<file path="src/design/sswas_pkg.sv">
// ----------------------------------------------------------------------------
// sswas_pkg
// Shared widths and result codes for the series statistics block.
// ----------------------------------------------------------------------------
package sswas_pkg;

    // field and accumulator widths
    localparam int SAMPLE_W = 32;
    localparam int SUM_W    = 37;
    localparam int POS_W    = 5;
    localparam int KIND_W   = 3;

    // result kinds
    localparam logic [KIND_W-1:0] KIND_MIN  = 3'd0;
    localparam logic [KIND_W-1:0] KIND_MAX  = 3'd1;
    localparam logic [KIND_W-1:0] KIND_MEAN = 3'd2;
    localparam logic [KIND_W-1:0] KIND_WIN  = 3'd3;
    localparam logic [KIND_W-1:0] KIND_SORT = 3'd4;

    typedef logic [SAMPLE_W-1:0] t_sample;
    typedef logic [SUM_W-1:0]    t_sum;
    typedef logic [POS_W-1:0]    t_pos;

endpackage

</file>
<file path="src/design/sswas_ram.sv">
// ----------------------------------------------------------------------------
// sswas_ram
// Generic single-write, single-read RAM with a registered read port.
// ----------------------------------------------------------------------------
module sswas_ram #(
    parameter int WIDTH = 32,
    parameter int DEPTH = 12,
    parameter int AW    = 4
) (
    input  logic             i_clk,
    input  logic             i_we,
    input  logic [AW-1:0]    i_waddr,
    input  logic [WIDTH-1:0] i_wdata,
    input  logic [AW-1:0]    i_raddr,
    output logic [WIDTH-1:0] o_rdata
);

    logic [WIDTH-1:0] r_mem [DEPTH];
    logic [WIDTH-1:0] r_rdata;

    // write port and registered read port
    always_ff @(posedge i_clk) begin
        if (i_we) begin
            r_mem[i_waddr] <= i_wdata;
        end
        r_rdata <= r_mem[i_raddr];
    end

    assign o_rdata = r_rdata;

endmodule

</file>
<file path="src/design/sswas_div.sv">
// ----------------------------------------------------------------------------
// sswas_div
// Division by a constant through reciprocal multiplication for the rounded
// averages: four partial products accumulated in turn.
// ----------------------------------------------------------------------------
module sswas_div #(
    parameter int NUM_W = 39,
    parameter int REC_W = 44,
    parameter int SHIFT = 44
) (
    input  logic                          i_clk,
    input  logic                          i_rst_n,
    input  logic                          i_start,
    input  logic [NUM_W-1:0]              i_num,
    input  logic [REC_W-1:0]              i_recip,
    output logic                          o_done,
    output logic [sswas_pkg::SAMPLE_W-1:0] o_quot
);
    import sswas_pkg::*;

    localparam int NLO_W  = (NUM_W + 1) / 2;
    localparam int RLO_W  = (REC_W + 1) / 2;
    localparam int PP_W   = NLO_W + RLO_W;
    localparam int PROD_W = NUM_W + REC_W;

    logic [NUM_W-1:0]  r_num;
    logic [REC_W-1:0]  r_rec;
    logic [PROD_W-1:0] r_acc;
    logic [1:0]        r_step;
    logic              r_busy;
    logic              r_done;

    logic [NLO_W-1:0]  w_a;
    logic [RLO_W-1:0]  w_b;
    logic [PP_W-1:0]   w_pp;
    logic [PROD_W-1:0] w_term;

    // pick the halves for this step: bit 1 selects the upper dividend half,
    // bit 0 the upper reciprocal half
    always_comb begin
        w_a = r_step[1] ? NLO_W'(r_num[NUM_W-1:NLO_W]) : r_num[NLO_W-1:0];
        w_b = r_step[0] ? RLO_W'(r_rec[REC_W-1:RLO_W]) : r_rec[RLO_W-1:0];
    end

    // partial product, aligned to its weight
    assign w_pp = PP_W'(w_a) * PP_W'(w_b);

    always_comb begin
        w_term = PROD_W'(w_pp);
        case (r_step)
            2'd1: begin
                w_term = PROD_W'(w_pp) << RLO_W;
            end
            2'd2: begin
                w_term = PROD_W'(w_pp) << NLO_W;
            end
            2'd3: begin
                w_term = PROD_W'(w_pp) << (NLO_W + RLO_W);
            end
            default: begin
            end
        endcase
    end

    // step counter and completion flag
    always_ff @(posedge i_clk) begin
        if (!i_rst_n) begin
            r_busy <= 1'b0;
            r_done <= 1'b0;
            r_step <= '0;
        end else if (i_start) begin
            r_busy <= 1'b1;
            r_done <= 1'b0;
            r_step <= '0;
        end else if (r_busy) begin
            r_step <= r_step + 1'b1;
            if (r_step == 2'd3) begin
                r_busy <= 1'b0;
                r_done <= 1'b1;
            end
        end
    end

    // capture operands, accumulate the product
    always_ff @(posedge i_clk) begin
        if (i_start) begin
            r_num <= i_num;
            r_rec <= i_recip;
            r_acc <= '0;
        end else if (r_busy) begin
            r_acc <= r_acc + w_term;
        end
    end

    assign o_done = r_done;
    assign o_quot = r_acc[SHIFT +: SAMPLE_W];

endmodule

</file>
<file path="src/design/series_stats_window_avg_sort.sv">
// ----------------------------------------------------------------------------
// series_stats_window_avg_sort
// Min, max, mean, moving averages and a descending sort over a set of values.
// ----------------------------------------------------------------------------
// Each accepted item is written to the sample RAM at its arrival index,
// inserted into a descending chain of value/index cells, and folded into
// the running minimum, maximum and total. The item that completes a set of
// ITEMS values starts the result phase, during which the input is stalled.
// Results come out as minimum, maximum, mean, one moving average per window
// start (when WINDOW <= ITEMS) and then all values from highest to lowest
// with their arrival index, ties in arrival order; last_of_run marks the
// final sorted entry. Averages are rounded half up; each divides by a
// constant through a reciprocal multiplication built from four partial
// products. The first window sum is built from WINDOW reads of the sample
// RAM (each read passes through S_W_RD and S_W_UPD) and each further one
// from two reads (remove the oldest, add the newest), over a total of
// NW = ITEMS - WINDOW + 1 windows. The next set is accepted while the last
// result still waits in the output register.
// ----------------------------------------------------------------------------
module series_stats_window_avg_sort #(
    parameter int ITEMS  = 12,
    parameter int WINDOW = 6
) (
    input  logic                          i_clk,
    input  logic                          i_rst_n,
    input  logic                          i_valid,
    output logic                          o_stall,
    input  logic [sswas_pkg::SAMPLE_W-1:0] i_sample_cents,
    output logic                          o_valid,
    input  logic                          i_stall,
    output logic [sswas_pkg::KIND_W-1:0]   o_result_kind,
    output logic [sswas_pkg::SAMPLE_W-1:0] o_value_cents,
    output logic [sswas_pkg::POS_W-1:0]    o_position,
    output logic                          o_last_of_run
);
    import sswas_pkg::*;

    localparam int AW      = (ITEMS > 1) ? $clog2(ITEMS) : 1;
    localparam int NUM_W   = SUM_W + 2;
    localparam int MAXN    = (ITEMS > WINDOW) ? ITEMS : WINDOW;
    localparam int SHIFT   = NUM_W + $clog2(2 * MAXN);
    localparam int REC_W   = SHIFT;
    localparam bit HAS_WIN = (WINDOW <= ITEMS);

    // reciprocals of the divisors 2*ITEMS and 2*WINDOW, rounded up
    localparam logic [REC_W-1:0] REC_MEAN =
        REC_W'(((64'd1 << SHIFT) + 64'(2 * ITEMS - 1)) / 64'(2 * ITEMS));
    localparam logic [REC_W-1:0] REC_WIN  =
        REC_W'(((64'd1 << SHIFT) + 64'(2 * WINDOW - 1)) / 64'(2 * WINDOW));

    localparam t_pos LAST_POS = POS_W'(ITEMS - 1);
    localparam t_pos LAST_WIN = POS_W'(HAS_WIN ? (ITEMS - WINDOW) : 0);
    localparam t_pos WIN_END  = POS_W'(WINDOW - 1);

    // controller states
    localparam logic [3:0] S_LOAD     = 4'd0;
    localparam logic [3:0] S_MIN      = 4'd1;
    localparam logic [3:0] S_MAX      = 4'd2;
    localparam logic [3:0] S_DIV_GO   = 4'd3;
    localparam logic [3:0] S_DIV_WAIT = 4'd4;
    localparam logic [3:0] S_EMIT_DIV = 4'd5;
    localparam logic [3:0] S_W_RD     = 4'd6;
    localparam logic [3:0] S_W_UPD    = 4'd7;
    localparam logic [3:0] S_SORT     = 4'd8;

    logic [3:0] r_state;
    logic [3:0] n_state;

    // running statistics
    t_pos    r_count;
    t_sample r_min;
    t_sample r_max;
    t_sum    r_total;

    // sorting chain
    t_sample    r_key [ITEMS];
    t_pos       r_idx [ITEMS];
    logic [ITEMS-1:0] w_ge;

    // window walk
    t_sum r_wsum;
    t_pos r_addr;
    t_pos r_win;
    t_pos r_pos;
    logic r_fill;
    logic r_sub;
    logic r_div_mean;

    // output register
    logic            r_out_valid;
    logic [KIND_W-1:0] r_kind;
    t_sample         r_val;
    t_pos            r_opos;
    logic            r_last;

    logic [KIND_W-1:0] w_kind;
    t_sample         w_val;
    t_pos            w_opos;
    logic            w_last;

    logic w_in_acc;
    logic w_slot;
    logic w_emit;
    logic w_sort_end;

    t_sample          w_rdata;
    t_sum             w_rd_ext;
    logic [NUM_W-1:0] w_num;
    logic [REC_W-1:0] w_recip;
    logic             w_div_done;
    t_sample          w_quot;

    assign o_stall    = (r_state != S_LOAD);
    assign w_in_acc   = i_valid && (r_state == S_LOAD);
    assign w_slot     = !r_out_valid || !i_stall;
    assign w_emit     = w_slot && ((r_state == S_MIN) || (r_state == S_MAX) ||
                                   (r_state == S_EMIT_DIV) || (r_state == S_SORT));
    assign w_sort_end = w_slot && (r_state == S_SORT) && (r_pos == LAST_POS);
    assign w_rd_ext   = SUM_W'(w_rdata);

    // sample store
    sswas_ram #(
        .WIDTH (SAMPLE_W),
        .DEPTH (ITEMS),
        .AW    (AW)
    ) u_sample_ram (
        .i_clk   (i_clk),
        .i_we    (w_in_acc),
        .i_waddr (r_count[AW-1:0]),
        .i_wdata (i_sample_cents),
        .i_raddr (r_addr[AW-1:0]),
        .o_rdata (w_rdata)
    );

    // rounded average: (2*sum + n) / (2*n)
    assign w_num   = r_div_mean ? ({1'b0, r_total, 1'b0} + NUM_W'(ITEMS))
                                : ({1'b0, r_wsum, 1'b0} + NUM_W'(WINDOW));
    assign w_recip = r_div_mean ? REC_MEAN : REC_WIN;

    sswas_div #(
        .NUM_W (NUM_W),
        .REC_W (REC_W),
        .SHIFT (SHIFT)
    ) u_div (
        .i_clk   (i_clk),
        .i_rst_n (i_rst_n),
        .i_start (r_state == S_DIV_GO),
        .i_num   (w_num),
        .i_recip (w_recip),
        .o_done  (w_div_done),
        .o_quot  (w_quot)
    );

    // find cells that stay ahead of the new item (equal values keep priority)
    always_comb begin
        for (int i = 0; i < ITEMS; i++) begin
            w_ge[i] = (POS_W'(i) < r_count) && (r_key[i] >= i_sample_cents);
        end
    end

    // insert the new item, shift the cells behind it down by one
    for (genvar g = 0; g < ITEMS; g++) begin : g_chain
        always_ff @(posedge i_clk) begin
            if (w_in_acc && !w_ge[g]) begin
                if (g == 0) begin
                    r_key[g] <= i_sample_cents;
                    r_idx[g] <= r_count;
                end else if (w_ge[(g > 0) ? g - 1 : 0]) begin
                    r_key[g] <= i_sample_cents;
                    r_idx[g] <= r_count;
                end else begin
                    r_key[g] <= r_key[(g > 0) ? g - 1 : 0];
                    r_idx[g] <= r_idx[(g > 0) ? g - 1 : 0];
                end
            end
        end
    end

    // sequence the result phase
    always_comb begin
        n_state = r_state;
        unique case (r_state)
            S_LOAD: begin
                if (w_in_acc && (r_count == LAST_POS)) n_state = S_MIN;
            end
            S_MIN: begin
                if (w_slot) n_state = S_MAX;
            end
            S_MAX: begin
                if (w_slot) n_state = S_DIV_GO;
            end
            S_DIV_GO: begin
                n_state = S_DIV_WAIT;
            end
            S_DIV_WAIT: begin
                if (w_div_done) n_state = S_EMIT_DIV;
            end
            S_EMIT_DIV: begin
                if (w_slot) begin
                    if (r_div_mean) begin
                        n_state = HAS_WIN ? S_W_RD : S_SORT;
                    end else begin
                        n_state = (r_win == LAST_WIN) ? S_SORT : S_W_RD;
                    end
                end
            end
            S_W_RD: begin
                n_state = S_W_UPD;
            end
            S_W_UPD: begin
                if (r_fill) begin
                    n_state = (r_addr == WIN_END) ? S_DIV_GO : S_W_RD;
                end else if (r_sub) begin
                    n_state = S_W_RD;
                end else begin
                    n_state = S_DIV_GO;
                end
            end
            S_SORT: begin
                if (w_sort_end) n_state = S_LOAD;
            end
            default: begin
                n_state = S_LOAD;
            end
        endcase
    end

    // control state, running statistics and output valid
    always_ff @(posedge i_clk) begin
        if (!i_rst_n) begin
            r_state     <= S_LOAD;
            r_count     <= '0;
            r_min       <= '1;
            r_max       <= '0;
            r_total     <= '0;
            r_out_valid <= 1'b0;
        end else begin
            r_state <= n_state;
            if (w_emit) begin
                r_out_valid <= 1'b1;
            end else if (!i_stall) begin
                r_out_valid <= 1'b0;
            end
            if (w_in_acc) begin
                r_count <= r_count + 1'b1;
                r_total <= r_total + SUM_W'(i_sample_cents);
                if (i_sample_cents < r_min) r_min <= i_sample_cents;
                if (i_sample_cents > r_max) r_max <= i_sample_cents;
            end else if (w_sort_end) begin
                r_count <= '0;
                r_min   <= '1;
                r_max   <= '0;
                r_total <= '0;
            end
        end
    end

    // walk the windows and the sorted chain
    always_ff @(posedge i_clk) begin
        case (r_state)
            S_MAX: begin
                if (w_slot) begin
                    r_div_mean <= 1'b1;
                    r_pos      <= '0;
                end
            end
            S_EMIT_DIV: begin
                if (w_slot) begin
                    r_div_mean <= 1'b0;
                    if (r_div_mean) begin
                        r_wsum <= '0;
                        r_addr <= '0;
                        r_win  <= '0;
                        r_fill <= 1'b1;
                        r_sub  <= 1'b0;
                    end else begin
                        r_sub  <= 1'b1;
                        r_addr <= r_win;
                        r_win  <= r_win + 1'b1;
                    end
                end
            end
            S_W_UPD: begin
                if (r_fill) begin
                    r_wsum <= r_wsum + w_rd_ext;
                    if (r_addr == WIN_END) begin
                        r_fill <= 1'b0;
                    end else begin
                        r_addr <= r_addr + 1'b1;
                    end
                end else if (r_sub) begin
                    r_wsum <= r_wsum - w_rd_ext;
                    r_sub  <= 1'b0;
                    r_addr <= r_win + WIN_END;
                end else begin
                    r_wsum <= r_wsum + w_rd_ext;
                end
            end
            S_SORT: begin
                if (w_slot) r_pos <= r_pos + 1'b1;
            end
            default: begin
            end
        endcase
    end

    // select the result for the output register
    always_comb begin
        w_kind = KIND_SORT;
        w_val  = r_key[r_pos[AW-1:0]];
        w_opos = r_idx[r_pos[AW-1:0]];
        w_last = (r_pos == LAST_POS);
        case (r_state)
            S_MIN: begin
                w_kind = KIND_MIN;
                w_val  = r_min;
                w_opos = '0;
                w_last = 1'b0;
            end
            S_MAX: begin
                w_kind = KIND_MAX;
                w_val  = r_max;
                w_opos = '0;
                w_last = 1'b0;
            end
            S_EMIT_DIV: begin
                w_kind = r_div_mean ? KIND_MEAN : KIND_WIN;
                w_val  = w_quot;
                w_opos = r_div_mean ? '0 : r_win;
                w_last = 1'b0;
            end
            default: begin
            end
        endcase
    end

    // hold the result until taken
    always_ff @(posedge i_clk) begin
        if (w_emit) begin
            r_kind <= w_kind;
            r_val  <= w_val;
            r_opos <= w_opos;
            r_last <= w_last;
        end
    end

    assign o_valid       = r_out_valid;
    assign o_result_kind = r_kind;
    assign o_value_cents = r_val;
    assign o_position    = r_opos;
    assign o_last_of_run = r_last;

endmodule
</file>
<file path="config.mk">
export PLATFORM = sky130hd
export DESIGN_NAME = series_stats_window_avg_sort
export DESIGN_NICKNAME = d
export VERILOG_FILES = /design/src/design/sswas_pkg.sv /design/src/design/sswas_ram.sv /design/src/design/sswas_div.sv /design/src/design/series_stats_window_avg_sort.sv
export SDC_FILE = /design/constraint.sdc
export NUM_CORES = 2
export LEC_CHECK = 0
export BUFFER_PORTS_ARGS = -buffer_cell sky130_fd_sc_hd__buf_2
export CAP_MARGIN = 30
export CELL_PAD_IN_SITES_DETAIL_PLACEMENT = 0
export CELL_PAD_IN_SITES_GLOBAL_PLACEMENT = 1
export CORE_MARGIN = 2
export CORE_UTILIZATION = 40
export DETAILED_ROUTE_END_ITERATION = 12
export PLACE_DENSITY_LB_ADDON = 0.1
export SYNTH_ARGS = -nofsm -noshare
export SYNTH_HDL_FRONTEND = slang
export SYNTH_SLANG_ARGS = --single-unit
</file>
<file path="constraint.sdc">
create_clock -name i_clk -period 22.2 [get_ports i_clk]
set_input_delay 3.33 -clock i_clk [delete_from_list [all_inputs] [get_ports i_clk]]
set_output_delay 3.33 -clock i_clk [all_outputs]
set_load 0.005 [all_outputs]
</file>
# --- Word level (Yosys, flattened, before mapping) ---
# Memories as Yosys holds them, arrays and structs flattened. A register that Yosys moved wholly into a read port is not among the register bits.
# Cells that the tools add are included.
classes:
  addsub: 12
  n_mul: 1
  order_cmp: 26
  eq_ne: 29
  mux: 156
  bitwise: 23
  reduce_logical: 66
op_table:
  columns: ["op", "n"]
  rows:
  - ["2-to-1 mux 32 bit", 17]
  - [">= comparator 32 bit", 12]
  - ["one-hot mux 83 bit (3 select lines)", 1]
  - ["2-to-1 mux 37 bit", 6]
  - ["2-to-1 mux 5 bit", 20]
  - ["one-hot mux 32 bit (3 select lines)", 1]
  - ["2-to-1 mux 1 bit", 85]
  - ["adder 83 bit", 1]
  - ["adder 37 x 32 -> 37 bit", 2]
  - ["one-hot mux 37 bit (2 select lines)", 1]
  - ["multiplier 20 x 22 -> 42 bit", 1]
  - ["2-to-1 mux 41 bit", 1]
  - ["2-to-1 mux 4 bit", 10]
  - ["adder 38 x 3 -> 39 bit, second input constant", 1]
  - ["adder 38 x 4 -> 39 bit, second input constant", 1]
  - ["2-to-1 mux 39 bit", 1]
  - ["subtractor 37 x 32 -> 37 bit", 1]
  - ["one-hot mux 4 bit (9 select lines)", 1]
  - ["> comparator 32 bit", 1]
  - ["< comparator 32 bit", 1]
  - ["one-hot mux 5 bit (2 select lines)", 3]
  - ["logical AND 1 bit", 29]
  - ["2-to-1 mux 22 bit", 1]
  - ["bitwise OR 1 bit", 22]
  - ["other kinds (34)", 93]
totals:
  ff_bits: 377
  ram_bits: 828
  input_bits: 36
  output_inout_bits: 43
  elab_cells: 339
  mem_count: 3
memory_table:
  columns: ["memory", "depth", "width", "rd", "rd_clocked_by_memory_dff", "write_ports", "line_no", "source"]
  rows:
  - ["r_key", 12, 32, 13, 1, 12, "series_stats_window_avg_sort.sv:76", "t_sample r_key [ITEMS];"]
  - ["u_sample_ram.r_mem", 12, 32, 1, 1, 1, "sswas_ram.sv:18", "logic [WIDTH-1:0] r_mem [DEPTH];"]
  - ["r_idx", 12, 5, 12, 1, 12, "series_stats_window_avg_sort.sv:77", "t_pos r_idx [ITEMS];"]

# --- Logic depth before layout (Yosys ltp) ---
# An unclocked memory read counts as a cell.
depth:
  word_depth: 8
  ltp_mapped: 47
  depth_no_buf: 43

# --- Modules after synthesis ---
# Synthesis repeated with hierarchy kept, for this count alone.
unflattened:
  hier_cells: 8016
  hier_area_um2: 88866.5
by_module_without_submodules:
  columns: ["mod", "instances", "cells_per_inst", "area_per_inst_um2"]
  rows:
  - ["series_stats_window_avg_sort", 1, 4368, 47808.4]
  - ["sswas_div", 1, 2984, 25884.8]
  - ["sswas_ram", 1, 664, 15173.3]

# --- Least setup slack after synthesis ---
# Ideal clock, no wire load.
synth_timing:
  kind: "reg-to-reg"
  startpoint: "reg u_div.r_step[1]"
  endpoint: "reg u_div.r_acc[55]"
  setup_time_ns: 0.117
  t_arrival_ns: 10.467
  required_time_ns: 22.083
  path_slack_ns: 11.616
  path_stages_with_launch: 42
  synth_period_minus_slack_ns: 10.584
  path_cell_list: "dfxtp_1 buf_1 clkbuf_1 mux2_2 nand2_1 fa_1 inv_1 fa_1 ha_1 xor2_1 fa_1 fa_1 fa_1 inv_1 fa_1 inv_1 ha_1 buf_6 [... 6 more ...] a41o_1 a31o_2 and4_4 nor3_2 a21oi_1 ha_1 clkbuf_1 nand2_1 nor2_1 nand2_1 or3_1 o32ai_1 nor2_1 nor3_1 o22ai_1 o21ai_1 xor2_1 a22o_1"
synth_via:
  elab_chain_cells: 4
  elab_cells_between_ends: 7
  classes_between: "add/sub: 1; mul: 1; eq/ne: 3; mux: 2"
synth_lines:
  columns: ["element", "line_no", "source"]
  rows:
  - ["start: declaration", "sswas_div.sv:29", "logic [1:0] r_step;"]
  - ["start signal: assignment", "sswas_div.sv:76", "r_step <= r_step + 1'b1;"]
  - ["2-to-1 mux 20 bit", "sswas_div.sv:41", "w_a = r_step[1] ? NLO_W'(r_num[NUM_W-1:NLO_W]) : r_num[NLO_W-1:0];"]
  - ["multiplier 20 x 22 -> 42 bit", "sswas_div.sv:46", "assign w_pp = PP_W'(w_a) * PP_W'(w_b);"]
  - ["one-hot mux 83 bit (3 select lines) *", "sswas_div.sv:50", "case (r_step)"]
  - ["adder 83 bit *", "sswas_div.sv:91", "r_acc <= r_acc + w_term;"]
  - ["end signal: assignment", "sswas_div.sv:91", null]
  - ["end: declaration", "sswas_div.sv:28", "logic [PROD_W-1:0] r_acc;"]
# Every way passes the cells marked *; elsewhere a longest branch is shown, timed or not.
# A chain may end at the register's enable or synchronous reset.

# --- Final worst setup path ---
# Ends and elaborated chain as after synthesis.

==> impl_metrics.py <==
metrics = {
    "status": {
        "outcome": "completed",
    },
    "worst_setup_path": {
        "r2r_slack_ns": 10.31,
        "crit_end": "u_div.r_acc[55]$_SDFFE_PP0P_",
        "crit_slowest_cell": "dfxtp_2",
        "crit_fanout": 33,
        "crit_arrival_ns": 12.57,
        "crit_start": "u_div.r_step[1]$_SDFFE_PP0P_",
        "r2r-end": "u_div.r_acc[55]$_SDFFE_PP0P_",
        "reg2reg_from": "u_div.r_step[1]$_SDFFE_PP0P_",
        "critPathKind": "register to register",
        "max_stage_delay_ns": 0.83,
        "cp.required_ns": 22.88,
        "cp-end-kind": "register",
        "startpoint_type": "register",
        "reg2reg_depth": 40,
    },
    "sta": {
        "fin_tns_setup_ns": 0,
        "hold_viol": 0,
        "fin_crit_ns": 11.89,
        "slew_violations": 0,
        "finalSetupViolCount": 0,
        "slew_headroom": 0.2704,
        "grt_setup_unrepaired": "no",
        "worst_slew_pin_slew_ns": 1.088,
        "maxClockFrequency_ghz": 0.08410,
        "finalCritPeriodShare": 0.5356,
        "fin_skew_ns": 0.08528,
    },
    "worst_hold_path": {
        "hp-class": "register to register",
    },
    "cts": {
        "root_buffer": "clkbuf_16",
        "cts.htree.levels": 4,
        "cts_setup_buffers": 0,
        "clk_pin_slew_ns": 0.06,
        "cts_tree": "built",
        "cts_sinks": 1191,
        "cts.path.max_buffers": 3,
        "cts_resized": 0,
        "cts_buffers": 147,
        "postCtsHoldBufs": 0,
        "worstSkewPairLatency_ns": 0.83,
    },
    "power_and_ir_drop": {
        "pwr-share-clk": 0.359,
        "p_leak_nw": 36.60,
        "intPower_mw": 4.643,
        "power_mw": 6.695,
        "pwr-share-seq": 0.434,
        "switching_share": 0.3064,
        "ir_drop_uv": 94.36,
        "p_sw_mw": 2.051,
        "power-per-cell-area_mw_per_mm2": 74.43,
        "p_comb_frac": 0.207,
    },
    "yosys": {
        "synth_edf_count": 964,
        "synth_cells": 7355,
        "synth_flop_cell": "edfxtp_1",
        "synth_fp_nets": 8396,
        "synthesis.area_mm2": 0.08148,
        "synth_most_common_cell": "edfxtp_1",
        "yosys.area.top_type_share": 0.3553,
        "synth-seq-area-share": 0.4111,
        "yosysTopAreaCell": "edfxtp_1",
        "yosysWarnings": 0,
        "synthTopCellsByCount": "edfxtp_1, ha_1, nor2_1",
        "synth.area.top_cells": "edfxtp_1, ha_1, mux4_2",
        "ys_ff_latch": 1191,
        "syn_avg_cell_area_um2": 11.08,
        "async_flop_share": 0,
        "synthDistinctLibCells": 91,
    },
    "floorplan": {
        "die_h_um": 455.3,
        "fp.coreArea_mm2": 0.2023,
        "io_pins": 79,
        "dieArea_mm2": 0.2073,
        "num_rows": 165,
        "chipWidth_um": 455.3,
        "start_util": 0.4027,
    },
    "placement": {
        "hpwl_um": 201000,
        "io_buffers": 78,
        "place_congestion": 0.8813,
        "dpl_cell_area_mm2": 0.08514,
    },
    "global_routing": {
        "met3_usage": 0.02725,
        "met1_usage": 0.3497,
        "grt_antenna_before_repair": 14,
        "overflow": 0,
        "grt_first_pass_wirelength_um": 404100,
        "grt_pass1_vias": 59140,
        "grt-busiest-layer": "met2",
        "grt_max_degree": 101,
        "grtUsageTotal": 0.2643,
        "use_met2": 0.4544,
    },
    "drt": {
        "firstDrtPassIters": 6,
        "num_vias": 59180,
        "vias_per_cell": 5.836,
        "first_iter_violations": 4941,
        "antenna_left": 0,
        "wl_per_cell_um": 27.17,
        "drt-total-wl_um": 275500,
        "drc": 0,
    },
    "finish": {
        "drive_above_1_share": 0.1401,
        "design_area_mm2": 0.08995,
        "final_util": 0.4446,
        "layout.nets": 8395,
        "synthToLayoutAreaGrowth_pct": 10.39,
    },
    "run": {
        "maxCapViolations": 0,
    },
}
[critical path, delay by kind of cell (launching register included)]
kind	cells	cell delay [ns]
mux	1	0.56
compound gates	12	2.95
simple gates	13	3.15
xor+xnor	4	0.55
flops	1	0.83
fa+ha+maj	8	3.61
buf+inv	2	0.10
[cells in the final DEF (no fill, tap or decap), types with 24 or more instances in the layout]
cell	Yosys	final
nor2b_1	84	78
xor2_1	132	132
o21a_1	34	34
and2_1	57	54
nor3_1	98	90
fa_1	186	186
o21bai_1	49	49
a211oi_1	40	40
edfxtp_1	964	964
mux2i_1	147	147
a222oi_1	34	34
buf_2	28	82
dfxtp_1	227	221
nand2_1	499	496
a21oi_1	450	449
nor2_1	502	487
o21ai_0	378	378
xnor2_1	171	171
clkbuf_16	0	149
or3_1	28	27
a31oi_1	25	24
nand2b_1	83	82
o22ai_1	82	82
nand3_1	111	109
mux4_2	207	207
a22oi_1	27	27
mux2_2	328	328
clkbuf_1	277	37
buf_4	5	136
a221oi_1	31	31
a21o_1	229	229
o211ai_1	31	31
ha_1	819	818
inv_1	486	485
nand4_1	148	148
and3_1	26	26
[state kept, by name, summed over array words and instances (netlist names), 37 cells and up, named ones only]
register            count
r_wsum                 37
r_key                 384
u_div.r_num            38
r_idx                  60
u_div.r_acc            76
u_sample_ram.r_mem    384
r_total                37
[power by group through the flow]
stage	logic [mW]	registers [mW]	clock network, mW
finish	1.39	2.90	2.41
global placement	1.36	2.94	0
detailed placement	1.38	2.94	0
CTS	1.39	2.90	2.46
floorplan	0.930	2.86	0
global route	1.52	2.92	2.54
[per-stage QoR]
step           cells  hold WS [ns]  setup slack (ns)
2_1_floorplan   7355        0.4064             11.62
3_3_place_gp    9868        0.4648             10.47
3_5_place_dp    9876        0.4798             10.40
4_1_cts        10140        0.4874             10.37
5_1_grt        10140        0.5140             9.651
6_report       10140        0.4875             10.31
[area by class of cell]
cell class,count,area (um2)
antenna,2,5.005
clock buffer,193,3964
clock inverter,68,829.5
fill,18970,112400
inverter,488,1834
multi-input combinational,5305,44980
sequential,1191,33510
tap,2672,3343
timing repair buffer,221,1479
[how the worst min path moves through the flow]
stage	slack, ns	start	cells past startpoint	endpoint
2_1_floorplan	0.41	r_count[2]$_SDFFE_PN0P_	0	r_idx[0][2]$_DFFE_PP_
3_3_place_gp	0.46	u_div.r_acc[33]$_SDFFE_PP0P_	2	u_div.r_acc[33]$_SDFFE_PP0P_
3_5_place_dp	0.48	u_div.r_acc[33]$_SDFFE_PP0P_	2	u_div.r_acc[33]$_SDFFE_PP0P_
4_1_cts	0.49	u_div.r_acc[33]$_SDFFE_PP0P_	2	u_div.r_acc[33]$_SDFFE_PP0P_
5_1_grt	0.51	r_max[10]$_SDFFE_PN0P_	2	r_max[10]$_SDFFE_PN0P_
6_report	0.49	u_div.r_acc[63]$_SDFFE_PP0P_	2	u_div.r_acc[63]$_SDFFE_PP0P_
[kinds of logic after synthesis]
kind of cell	synth area share
buffers and inverters	0.04042
XOR/XNOR	0.03257
multiplexers	0.1212
adder cells (fa/ha/maj)	0.1721
flip-flops	0.4111
AO/OA/AOI/OAI	0.1237
AND/OR/NAND/NOR	0.09903
[per-layer routing]
| layer | share of wire | vias up | wire [um] |
|---|---|---|---|
| li1 | - | 27350 | - |
| met1 | 0.43 | 30020 | 119600 |
| met2 | 0.49 | 1455 | 135600 |
| met3 | 0.041 | 346 | 11200 |
| met4 | 0.033 | 6 | 9037 |
| met5 | 0.00015 | - | 40 |
(Power assumes the default switching activity.)
